### src/rtl/core/wsd_pkg.sv
// shared types and constants for the wav stream deframer
package wsd_pkg;

  localparam int unsigned MAX_SAMPLE_BYTES = 4;
  localparam logic [31:0] TAG_RIFF = 32'h5249_4646;
  localparam logic [31:0] TAG_WAVE = 32'h5741_5645;
  localparam logic [31:0] TAG_FMT  = 32'h666D_7420;
  localparam logic [31:0] TAG_DATA = 32'h6461_7461;
  localparam logic [31:0] FMT_BODY_BYTES = 32'd16;
  localparam logic [7:0]  PCM_BIAS = 8'd128;
  localparam int unsigned BITS_PER_BYTE = 8;
  localparam logic [5:0]  DIV_STEPS = 6'd32;

  localparam logic [3:0] IDX_TAG_END  = 4'd3;
  localparam logic [3:0] IDX_RIFF_END = 4'd11;
  localparam logic [3:0] IDX_HDR_END  = 4'd7;
  localparam logic [3:0] IDX_FMT_END  = 4'd15;
  localparam logic [3:0] IDX_CH_LO    = 4'd2;
  localparam logic [3:0] IDX_CH_HI    = 4'd3;
  localparam logic [3:0] IDX_RATE_LO  = 4'd4;
  localparam logic [3:0] IDX_RATE_HI  = 4'd7;

  typedef enum logic [2:0] {
    KIND_SAMPLE     = 3'd0,
    KIND_FORMAT     = 3'd1,
    KIND_DATA       = 3'd2,
    KIND_BAD_HEADER = 3'd3,
    KIND_BAD_FORMAT = 3'd4
  } kind_t;

  typedef enum logic [7:0] {
    PH_RIFF = 8'b0000_0001,
    PH_HDR  = 8'b0000_0010,
    PH_FMT  = 8'b0000_0100,
    PH_SKIP = 8'b0000_1000,
    PH_DATA = 8'b0001_0000,
    PH_DIV  = 8'b0010_0000,
    PH_DONE = 8'b0100_0000,
    PH_ERR  = 8'b1000_0000
  } phase_t;

  typedef struct packed {
    logic [7:0] stream_byte;
    logic       restart;
  } in_beat_t;

  typedef struct packed {
    kind_t              kind;
    logic signed [15:0] pcm_sample;
    logic               last_sample;
    logic [15:0]        channel_count;
    logic [31:0]        rate_hz;
    logic [31:0]        total_samples;
  } out_beat_t;

  typedef struct packed {
    logic   take;
    phase_t phase;
    logic   emit;
    kind_t  kind;
    logic   div_start;
  } ctrl_cmd_t;

  typedef struct packed {
    logic       restart;
    logic       out_valid;
    logic [3:0] idx;
    logic       tag_riff;
    logic       tag_wave;
    logic       tag_fmt;
    logic       tag_data;
    logic       len_lt16;
    logic       len_zero;
    logic       fmt_ok;
    logic       nbytes_ok;
    logic       fmt_left_zero;
    logic       left_one;
    logic       sample_done;
    logic       last;
    logic       len_lt_sb;
    logic       div_done;
  } dp_sts_t;

endpackage

### src/rtl/core/wsd_ctrl.sv
// parse phase state machine and command decode
module wsd_ctrl (
  input  logic              clk,
  input  logic              rst,
  input  logic              in_valid,
  input  logic              out_stall,
  input  wsd_pkg::dp_sts_t  sts,
  output logic              in_stall,
  output wsd_pkg::ctrl_cmd_t cmd
);
  import wsd_pkg::*;

  phase_t phase, phase_next, eph;
  logic   busy, out_block, take;

  always_comb begin
    busy      = (phase == PH_DIV);
    out_block = sts.out_valid & out_stall;
    in_stall  = busy | out_block;
    take      = in_valid & ~in_stall;
    eph       = (take && sts.restart) ? PH_RIFF : phase;
    phase_next    = phase;
    cmd.take      = take;
    cmd.phase     = eph;
    cmd.emit      = 1'b0;
    cmd.kind      = KIND_SAMPLE;
    cmd.div_start = 1'b0;
    if (take) begin
      phase_next = eph;
      unique case (eph)
        PH_RIFF: begin
          if (sts.idx == IDX_TAG_END && !sts.tag_riff) begin
            cmd.emit = 1'b1; cmd.kind = KIND_BAD_HEADER; phase_next = PH_ERR;
          end else if (sts.idx == IDX_RIFF_END) begin
            if (!sts.tag_wave) begin
              cmd.emit = 1'b1; cmd.kind = KIND_BAD_HEADER; phase_next = PH_ERR;
            end else begin
              phase_next = PH_HDR;
            end
          end
        end
        PH_HDR: begin
          if (sts.idx == IDX_HDR_END) begin
            if (sts.tag_fmt) begin
              if (sts.len_lt16) begin
                cmd.emit = 1'b1; cmd.kind = KIND_BAD_FORMAT; phase_next = PH_ERR;
              end else begin
                phase_next = PH_FMT;
              end
            end else if (sts.tag_data) begin
              if (!sts.fmt_ok) begin
                cmd.emit = 1'b1; cmd.kind = KIND_BAD_FORMAT; phase_next = PH_ERR;
              end else begin
                cmd.div_start = 1'b1; phase_next = PH_DIV;
              end
            end else begin
              phase_next = sts.len_zero ? PH_HDR : PH_SKIP;
            end
          end
        end
        PH_FMT: begin
          if (sts.idx == IDX_FMT_END) begin
            cmd.emit = 1'b1;
            if (!sts.nbytes_ok) begin
              cmd.kind = KIND_BAD_FORMAT; phase_next = PH_ERR;
            end else begin
              cmd.kind = KIND_FORMAT;
              phase_next = sts.fmt_left_zero ? PH_HDR : PH_SKIP;
            end
          end
        end
        PH_SKIP: begin
          if (sts.left_one) phase_next = PH_HDR;
        end
        PH_DATA: begin
          if (sts.sample_done) begin
            cmd.emit = 1'b1; cmd.kind = KIND_SAMPLE;
            if (sts.last) phase_next = PH_DONE;
          end
        end
        default: phase_next = eph;
      endcase
    end else if (busy && sts.div_done && !out_block) begin
      cmd.emit   = 1'b1;
      cmd.kind   = KIND_DATA;
      phase_next = sts.len_lt_sb ? PH_DONE : PH_DATA;
    end
  end

  always_ff @(posedge clk) begin
    if (rst) begin
      phase <= PH_RIFF;
    end else begin
      phase <= phase_next;
    end
  end

`ifndef SYNTHESIS
  a_err_sticky: assert property (@(posedge clk) disable iff (rst)
    (phase == PH_ERR && !(take && sts.restart)) |=> phase == PH_ERR)
    else $error("error phase left without restart");
  a_div_enter: assert property (@(posedge clk) disable iff (rst)
    cmd.div_start |=> phase == PH_DIV)
    else $error("divide start did not enter divide phase");
  a_err_quiet: assert property (@(posedge clk) disable iff (rst)
    (phase == PH_ERR && !(take && sts.restart)) |-> !cmd.emit)
    else $error("result emitted while error latched");
`endif
endmodule

### src/rtl/core/wsd_dp.sv
// field registers, tag compares, divider and output register
module wsd_dp (
  input  logic               clk,
  input  logic               rst,
  input  wsd_pkg::in_beat_t  in_data,
  input  logic               out_stall,
  input  wsd_pkg::ctrl_cmd_t cmd,
  output wsd_pkg::dp_sts_t   sts,
  output logic               out_valid,
  output wsd_pkg::out_beat_t out_data
);
  import wsd_pkg::*;

  logic [3:0]  idx, idx_next, e_idx;
  logic [31:0] tag, tag_next, e_tag;
  logic [31:0] len, len_next, e_len;
  logic [31:0] left, left_next, e_left, left_dec;
  logic        fmt_seen, fmt_seen_next, e_fmt_seen;
  logic [2:0]  sb, sb_next, e_sb;
  logic [15:0] chan, chan_next, e_chan;
  logic [31:0] rate, rate_next, e_rate;
  logic [31:0] asm_q, asm_next, e_asm;
  logic [1:0]  bis, bis_next, e_bis;
  logic [12:0] nbytes;
  logic [7:0]  b;
  logic        rs;
  logic [31:0] div_q;
  logic [2:0]  div_rem;
  logic [5:0]  div_cnt;
  logic [3:0]  div_r4;
  logic        div_ge;
  logic [15:0] pcm;

  always_comb begin
    b      = in_data.stream_byte;
    rs     = cmd.take & in_data.restart;
    e_idx  = rs ? '0 : idx;
    e_tag  = rs ? '0 : tag;
    e_len  = rs ? '0 : len;
    e_left = rs ? '0 : left;
    e_fmt_seen = rs ? 1'b0 : fmt_seen;
    e_sb   = rs ? '0 : sb;
    e_chan = rs ? '0 : chan;
    e_rate = rs ? '0 : rate;
    e_asm  = rs ? '0 : asm_q;
    e_bis  = rs ? '0 : bis;

    left_dec = e_left - 32'd1;
    asm_next = {b, e_asm[31:8]};
    tag_next = e_tag;
    len_next = e_len;
    if (cmd.phase == PH_RIFF || (cmd.phase == PH_HDR && e_idx < 4'd4))
      tag_next = {e_tag[23:0], b};
    else if (cmd.phase == PH_FMT)
      tag_next = {b, e_tag[31:8]};
    if (cmd.phase == PH_HDR && e_idx >= 4'd4)
      len_next = {b, e_len[31:8]};
    // bits per sample over eight
    nbytes = tag_next[31:19];

    sts.restart   = in_data.restart;
    sts.out_valid = out_valid;
    sts.idx       = e_idx;
    sts.tag_riff  = (tag_next == TAG_RIFF);
    sts.tag_wave  = (tag_next == TAG_WAVE);
    sts.tag_fmt   = (tag_next == TAG_FMT);
    sts.tag_data  = (tag_next == TAG_DATA);
    sts.len_lt16  = (len_next < FMT_BODY_BYTES);
    sts.len_zero  = (len_next == '0);
    sts.fmt_ok    = e_fmt_seen && (e_sb != '0);
    sts.nbytes_ok = (nbytes != '0) && (nbytes <= 13'(MAX_SAMPLE_BYTES));
    sts.fmt_left_zero = (e_len == FMT_BODY_BYTES);
    sts.left_one  = (left_dec == '0);
    sts.sample_done = ({1'b0, e_bis} + 3'd1) >= e_sb;
    sts.last      = left_dec < {29'd0, e_sb};
    sts.len_lt_sb = len < {29'd0, sb};
    sts.div_done  = (div_cnt == '0);

    idx_next = e_idx; left_next = e_left; fmt_seen_next = e_fmt_seen;
    sb_next = e_sb; chan_next = e_chan; rate_next = e_rate; bis_next = e_bis;
    unique case (cmd.phase)
      PH_RIFF: idx_next = (e_idx == IDX_RIFF_END) ? '0 : e_idx + 4'd1;
      PH_HDR: begin
        idx_next = (e_idx == IDX_HDR_END) ? '0 : e_idx + 4'd1;
        if (e_idx == IDX_HDR_END) begin
          left_next = len_next;
          bis_next  = '0;
        end
      end
      PH_FMT: begin
        idx_next = e_idx + 4'd1;
        if (e_idx == IDX_CH_LO) chan_next = {8'd0, b};
        else if (e_idx == IDX_CH_HI) chan_next = {b, e_chan[7:0]};
        else if (e_idx >= IDX_RATE_LO && e_idx <= IDX_RATE_HI)
          rate_next = {b, e_rate[31:8]};
        if (e_idx == IDX_FMT_END && sts.nbytes_ok) begin
          sb_next       = nbytes[2:0];
          fmt_seen_next = 1'b1;
          left_next     = e_len - FMT_BODY_BYTES;
        end
      end
      PH_SKIP: left_next = left_dec;
      PH_DATA: begin
        left_next = left_dec;
        bis_next  = sts.sample_done ? '0 : e_bis + 2'd1;
      end
      default: idx_next = e_idx;
    endcase

    div_r4 = {div_rem, div_q[31]};
    div_ge = div_r4 >= {1'b0, sb};

    if (sb == 3'd1) pcm = {asm_next[31:24] ^ PCM_BIAS, 8'd0};
    else            pcm = asm_next[31:16];
  end

  always_ff @(posedge clk) begin
    if (rst) begin
      idx <= '0; tag <= '0; len <= '0; left <= '0; fmt_seen <= 1'b0;
      sb <= '0; chan <= '0; rate <= '0; asm_q <= '0; bis <= '0;
      div_cnt <= '0;
      out_valid <= 1'b0;
    end else begin
      if (cmd.take) begin
        idx <= idx_next; tag <= tag_next; len <= len_next; left <= left_next;
        fmt_seen <= fmt_seen_next; sb <= sb_next; chan <= chan_next;
        rate <= rate_next; bis <= bis_next;
        if (cmd.phase == PH_DATA) asm_q <= asm_next;
        else if (cmd.phase == PH_HDR) asm_q <= '0;
        else asm_q <= e_asm;
      end
      // one quotient bit per cycle
      if (cmd.div_start) begin
        div_cnt <= DIV_STEPS;
      end else if (div_cnt != '0) begin
        div_cnt <= div_cnt - 6'd1;
      end
      if (cmd.emit) begin
        out_valid <= 1'b1;
      end else if (out_valid && !out_stall) begin
        out_valid <= 1'b0;
      end
    end
  end

  always_ff @(posedge clk) begin
    if (cmd.div_start) begin
      div_q   <= len_next;
      div_rem <= '0;
    end else if (div_cnt != '0) begin
      div_q   <= {div_q[30:0], div_ge};
      div_rem <= div_ge ? 3'(div_r4 - {1'b0, sb}) : div_r4[2:0];
    end
    if (cmd.emit) begin
      out_data.kind          <= cmd.kind;
      out_data.pcm_sample    <= (cmd.kind == KIND_SAMPLE) ? pcm : '0;
      out_data.last_sample   <= (cmd.kind == KIND_SAMPLE) ? sts.last : 1'b0;
      out_data.channel_count <= cmd.take ? chan_next : chan;
      out_data.rate_hz       <= cmd.take ? rate_next : rate;
      out_data.total_samples <= (cmd.kind == KIND_DATA) ? div_q : '0;
    end
  end
endmodule

### src/rtl/core/wav_stream_deframer_core.sv
// top level of the wav stream deframer
//  channel  direction  handshake            payload
//  in       sink       in_valid / in_stall  in_beat_t (stream_byte, restart)
//  out      source     out_valid/out_stall  out_beat_t (kind .. total_samples)
// one byte per cycle unless a held result beat is stalled; a data chunk header
// stalls the input while the bit-serial divider forms the sample total
// rst is synchronous; restart on a beat resets the parser before that byte
// in_stall rises while dividing or while a held result beat is stalled
module wav_stream_deframer_core (
  input  logic               clk,
  input  logic               rst,
  input  logic               in_valid,
  output logic               in_stall,
  input  wsd_pkg::in_beat_t  in_data,
  output logic               out_valid,
  input  logic               out_stall,
  output wsd_pkg::out_beat_t out_data
);
  import wsd_pkg::*;

  ctrl_cmd_t cmd;
  dp_sts_t   sts;

  wsd_ctrl u_ctrl (
    .clk       (clk),
    .rst       (rst),
    .in_valid  (in_valid),
    .out_stall (out_stall),
    .sts       (sts),
    .in_stall  (in_stall),
    .cmd       (cmd)
  );

  wsd_dp u_dp (
    .clk       (clk),
    .rst       (rst),
    .in_data   (in_data),
    .out_stall (out_stall),
    .cmd       (cmd),
    .sts       (sts),
    .out_valid (out_valid),
    .out_data  (out_data)
  );
endmodule
### config.mk
export PLATFORM = sky130hd
export DESIGN_NAME = wav_stream_deframer_core
export DESIGN_NICKNAME = d
export VERILOG_FILES = /design/src/rtl/core/wsd_pkg.sv /design/src/rtl/core/wsd_ctrl.sv /design/src/rtl/core/wsd_dp.sv /design/src/rtl/core/wav_stream_deframer_core.sv
export SDC_FILE = /design/constraint.sdc
export NUM_CORES = 1
export LEC_CHECK = 0
export ABC_CLOCK_PERIOD_IN_PS = 9500
export BUFFER_PORTS_ARGS = -buffer_cell sky130_fd_sc_hd__buf_2
export CORE_MARGIN = 3
export CORE_UTILIZATION = 53
export DETAILED_ROUTE_END_ITERATION = 6
export GPL_TIMING_DRIVEN = 0
export PLACE_DENSITY_LB_ADDON = 0.1
export SYNTH_ARGS = -nofsm -noshare
export SYNTH_HDL_FRONTEND = slang
export SYNTH_HIERARCHICAL = 1
export SYNTH_SLANG_ARGS = --single-unit
export TNS_END_PERCENT = 100
### constraint.sdc
create_clock -name clk -period 9.5 [get_ports clk]
set_input_delay 0 -clock clk [delete_from_list [all_inputs] [get_ports clk]]
set_output_delay 0 -clock clk [all_outputs]
set_load 0.05 [all_outputs]
Word level (Yosys, flattened, before mapping). Index checks and enable logic that the tools add are counted.

Input port bits: 13. Logic and storage cells: 175. Bits in registers: 328. Output and inout port bits: 102.

Order comparisons: 9. Bitwise operators: 7. Reduce and logical (&&, ||, !) cells: 28. Add/subtract/negate cells: 7. Mux-type cells: 83. Equality and inequality tests: 18.

Operator list (count): $mux W32 (19); $eq A32 B31 Y1 const B (4); $mux W8 (16); $mux W16 (6); $pmux W32 S3 (1); $logic_not A32 Y1 (2); $lt A32 B3 Y1 (2); $mux W4 (15); $pmux W8 S5 (1); $eq A32 B5 Y1 const B (1); $lt A32 B5 Y1 const B (1); $sub A32 B1 Y32 const B (1); $sub A32 B5 Y32 const B (1); $pmux W4 S4 (1); $mux W3 (5); $le A13 B3 Y1 const B (1); $reduce_bool A13 Y1 (1); $mux W6 (2); $pmux W4 S3 (1); $logic_and A1 B1 Y1 (11); $mux W5 (2); $mux W1 (9); $eq A4 B2 Y1 const B (2); $eq A4 B4 Y1 const B (2); other kinds (33) (45).

Depth between registers and ports, before layout.
Depth in word-level cells: 19. Depth in mapped cells: 31. Depth with buffers taken out: 22.

By module. The synthesis kept the hierarchy.

Modules (own cells, without submodules): wsd_dp (cells each 1873, seq. area each 7407.1 um^2, instances 1, area an instance 16686.0 um^2); wsd_ctrl (cells each 136, seq. area each 160.2 um^2, instances 1, area an instance 1006.0 um^2).

Worst setup path before layout. No wires, ideal clock.

Path type: reg2reg. Start: register u_ctrl.phase[3]. End: register, netlist name u_dp/out_data[0]. Arrival time: 6885 ps. Buffers on the path: 10. Setup time: 463 ps. Clock period less this slack: 7347 ps. Setup slack: 2153 ps. Stages on the path, launching flop included: 23. Data required time: 9037 ps. Cell sequence: dfxtp_1 > buf_6 > nor4_4 > nand3_2 > o21ai_4 > inv_4 > buf_4 > clkbuf_1 > nand2_1 > clkbuf_1 > clkbuf_1 > clkbuf_1 > buf_1 > clkbuf_1 > clkbuf_1 > clkbuf_1 > and2_1 > nand2_1 > a211o_1 > a211oi_1 > o21ai_0 > a41o_1 > nand2_1.

RTL lines: start: declaration (line wsd_ctrl.sv:13) `phase_t phase, phase_next, eph;`; start signal: assignment (line wsd_ctrl.sv:94) `phase <= phase_next;`.

==> load_flow_metrics.sql <==
INSERT INTO impl_metrics (metric_group, metric, value, unit) VALUES
('status', 'outcome', 'complete, no violations', ''),
('sta', 'setup_viol', '0', ''),
('cts', 'clock_latency', '0.54', 'ns'),
('synth', 'number_of_distinct_standard_cells_referenced_by_the_synthesized_netlist', '96', ''),
('global_route', 'grt_usage', '0.384', ''),
('global_route', 'via_count_of_the_first_global_routing_pass', '16300', ''),
('sta', 'max_freq', '106', 'MHz'),
('critical_path', 'cp.arrival', '9.88', 'ns'),
('place', 'post_dp_cell_area', '0.0188', 'mm²'),
('global_route', 'antenna_found_initial', '2', ''),
('synth', 'synth_fp_nets', '2042', ''),
('cts', 'cts_root_buf', 'clkbuf_16', ''),
('routing', 'ant_nets', '0', ''),
('global_route', 'grt_max_degree', '74', ''),
('critical_path', 'cp_launch_point', 'u_ctrl/phase[2]$_SDFFE_PP0P_', ''),
('critical_path', 'r2r_start', 'u_ctrl/phase[2]$_SDFFE_PP0P_', ''),
('layout', 'layout.cells.non_filler', '2624', ''),
('cts', 'post_cts_setup_buffer_count', '0', ''),
('routing', 'detail_route.drc_violations', '0', ''),
('layout', 'num_antenna_cells', '0', ''),
('job', 'max_cap_viols', '0', ''),
('hold_path', 'hp-class', 'in2reg', ''),
('sta', 'worst_slew_pin_slew', '1.33', 'ns'),
('routing', 'postRouteWirelength', '70400', 'µm'),
('global_route', 'global_route.usage.met2', '0.552', ''),
('routing', 'num_vias', '17800', ''),
('critical_path', 'reg2reg_setup_slack', '0.05', 'ns'),
('cts', 'number_of_buffers_added_by_the_clock_tree_synthesis_step', '35', ''),
('power_and_ir_drop', 'design_power_total', '3.51', 'mW'),
('critical_path', 'timing.critical_path.cells', 'nor4_4 > nand3_2 > o21ai_4 > inv_4 > buf_4 > clkbuf_1 > nand2_1 > clkbuf_2 > clkbuf_2 > clkdlybuf4s15_2 > clkbuf_2 > clkbuf_1 > clkbuf_1 > and2_1 > ha_1 > nor3b_1 > or2_2 > clkbuf_1 > o21ai_1 > o21ai_0 > o2111ai_1 > o31a_1', ''),
('synth', 'post_synth.cell_area_avg', '8.81', 'µm²'),
('sta', 'final.setup.tns', '0', 'ns'),
('global_route', 'gr-total-overflow', '0', ''),
('floorplan', 'starting_density_of_the_core', '0.541', ''),
('routing', 'average_routed_wire_per_standard_cell', '26.8', 'µm'),
('sta', 'grt_setup_unrepaired', 'no', ''),
('place', 'numPortBuffers', '107', ''),
('synth', 'post_synthesis_sequential_element_count', '312', ''),
('floorplan', 'io_pins', '115', ''),
('cts', 'clock_tree.buffer_depth', '3', ''),
('cts', 'cts_htree_levels', '2', ''),
('floorplan', 'core.rowCount', '66', ''),
('cts', 'cts.clk_slew.worst_paths', '0.06', 'ns'),
('critical_path', 'setup.worst_path.end_class', 'flop', ''),
('cts', 'tritoncts_num_sinks', '312', ''),
('global_route', 'grt_most_used_layer', 'met2', ''),
('floorplan', 'die_area', '0.0356', 'mm²'),
('place', 'place.detailed.instances', '2559', ''),
('critical_path', 'timing.setup.critical_path_class', 'reg2reg', ''),
('critical_path', 'crit_buf_inv', '10', ''),
('place', 'place_hpwl', '51700', 'µm'),
('sta', 'clock_skew', '0.0293', 'ns'),
('sta', 'min_period_over_period', '0.995', ''),
('sta', 'slew_headroom', '0.102', ''),
('layout', 'num-nets-final', '2188', ''),
('global_route', 'global_route.usage.met3', '0.134', ''),
('floorplan', 'core_area', '0.0327', 'mm²'),
('place', 'globalplace.congestion', '1.08', ''),
('critical_path', 'critPathTopFamily', 'buffers and inverters', ''),
('synth', 'most_instantiated_flip_flop_cell_in_the_synthesis_netlist', 'dfxtp_1', ''),
('layout', 'drive_above_1_share', '0.107', ''),
('routing', 'first_pass_iters', '6', ''),
('power_and_ir_drop', 'vdd_drop_max', '0.169', 'mV'),
('critical_path', 'critical_path_required', '9.93', 'ns'),
('critical_path', 'r2r_cells', '22', ''),
('cts', 'clock_tree_from_tritoncts', 'built', ''),
('sta', 'final_hold_viol_count', '0', ''),
('synth', 'synth_enable_flop_cells', '132', ''),
('floorplan', 'horizontal_die_dimension', '189', 'µm'),
('critical_path', 'crit_end', 'u_dp/left[5]$_SDFFE_PP0P_', ''),
('critical_path', 'peak_per_stage_delay_on_the_critical_path', '0.82', 'ns');
[metrics by stage]
step / setup slack [ns] / hold slack (ns)
6_report: 0.0463 / 0.148
5_1_grt: 0.0687 / 0.124
4_1_cts: 0.159 / 0.100
3_5_place_dp: -1.09 / 0.317
3_3_place_gp: -2.03 / 0.289
2_1_floorplan: 2.15 / 0.145
[how the worst min path moves through the flow]
stage / startpoint / endpoint / depth (start not counted)
after global routing: in_data[6] / u_dp/chan[5]$_SDFF_PP0_ / 3
after global placement: out_stall / u_dp/out_valid$_SDFFE_PP0P_ / 3
after detailed placement: out_stall / u_dp/out_valid$_SDFFE_PP0P_ / 3
after floorplan: out_stall / u_dp/out_valid$_SDFFE_PP0P_ / 2
after CTS: in_data[6] / u_dp/chan[5]$_SDFF_PP0_ / 3
final: in_data[6] / u_dp/chan[5]$_SDFF_PP0_ / 3
[worst min-delay path, stage by stage]
cell      delay [ns]
clkbuf_1        0.37
nand2_1         0.20
a21oi_1         0.06
[flip-flops by register name, summed over array words and instances (netlist names), 2 cells and up]
register	flops
u_dp/div_q	32
u_dp/len	32
u_dp/tag	32
u_dp/rate	32
u_dp/div_rem	3
u_dp/bis	2
u_dp/idx	4
u_dp/sb	3
u_dp/div_cnt	6
u_ctrl/phase	8
u_dp/asm_q	8
u_dp/chan	16
u_dp/out_data	100
u_dp/left	32
[layout make-up]
cell class                 count  area [µm²]  area share
multi-input combinational   1461        9170       0.457
sequential                   312        7570       0.377
clock buffer                  43         927      0.0462
buffer                       180         788      0.0393
timing repair buffer         110         583      0.0291
tap                          442         553      0.0276
clock inverter                21         249      0.0124
inverter                      55         209      0.0104
[layer usage]
metal	share of wire	routed length (µm)
met1	0.39	27500
met2	0.41	28800
met3	0.14	10200
met4	0.056	3960
met5	0.00018	13
[cell usage in the layout, fill, tap and decap left out, types with 19 or more instances in the layout]
cell type / n
a211oi_1: 35
a21oi_1: 125
a22o_1: 32
a22oi_1: 51
a31oi_1: 23
and2_1: 111
and3_1: 21
buf_1: 19
buf_2: 116
clkbuf_1: 139
clkbuf_16: 36
dfxtp_1: 180
edfxtp_1: 132
ha_1: 19
inv_1: 52
mux2i_1: 49
nand2_1: 167
nand3_1: 51
nor2_1: 207
nor3_1: 70
nor4_1: 46
o21ai_0: 73
o22ai_1: 34
xnor2_1: 19
[synthesized netlist by cell type, types with 9 or more instances]
| master | n | share of area |
|---|---|---|
| o21a_1 | 10 | 0.0042 |
| a21o_1 | 12 | 0.0051 |
| xor2_1 | 13 | 0.0064 |
| a31oi_1 | 23 | 0.0081 |
| xnor2_1 | 19 | 0.0094 |
| clkbuf_1 | 136 | 0.029 |
| mux2i_1 | 49 | 0.028 |
| nor2_1 | 207 | 0.044 |
| buf_2 | 9 | 0.0025 |
| a311oi_1 | 10 | 0.0050 |
| o41ai_1 | 9 | 0.0045 |
| a21oi_1 | 125 | 0.035 |
| nand3_1 | 51 | 0.014 |
| a22oi_1 | 51 | 0.022 |
| o221ai_1 | 13 | 0.0064 |
| buf_1 | 20 | 0.0042 |
| o2bb2ai_1 | 14 | 0.0069 |
| a211oi_1 | 35 | 0.015 |
| o21ai_0 | 73 | 0.021 |
| o22ai_1 | 34 | 0.012 |
| nand4_1 | 18 | 0.0064 |
| o211ai_1 | 11 | 0.0047 |
| nor4_1 | 46 | 0.016 |
| o31ai_1 | 12 | 0.0051 |
| or3_1 | 16 | 0.0057 |
| ha_1 | 19 | 0.013 |
| dfxtp_1 | 180 | 0.20 |
| or4_1 | 10 | 0.0042 |
| a22o_1 | 32 | 0.016 |
| nor3_1 | 72 | 0.020 |
| and2_1 | 111 | 0.039 |
| and3_1 | 21 | 0.0074 |
| nand2_1 | 168 | 0.036 |
| inv_1 | 52 | 0.011 |
| edfxtp_1 | 132 | 0.22 |
[where the power goes]
| part | switching [mW] | internal (mW) | total, mW | leakage (nW) |
|---|---|---|---|---|
| sequential | 0.0645 | 1.54 | 1.61 | 2.56 |
| clock | 0.569 | 0.815 | 1.38 | 0.568 |
| combinational | 0.361 | 0.160 | 0.521 | 3.83 |
[cells by family (layout without fill, tap and decap cells)]
family | after synthesis | count (layout) | synth area share
xor gates and xnor gates | 32 | 32 | 0.0158
muxes | 54 | 54 | 0.0309
buffers and inverters | 236 | 409 | 0.0559
DFF | 312 | 312 | 0.428
AOI/OAI and AO/OA | 572 | 572 | 0.227
adders and majority gates | 20 | 20 | 0.0146
and+or+nand+nor | 783 | 783 | 0.228
[what timing repair did]
item / 4_1_cts / 5_1_grt
hold buffers: 2 / 0
resized for setup: 7 / 2
setup endpoints to repair: 112 / 47
hold endpoints to repair: 3 / 0
Note: power is estimated with default switching activity, not from simulation.
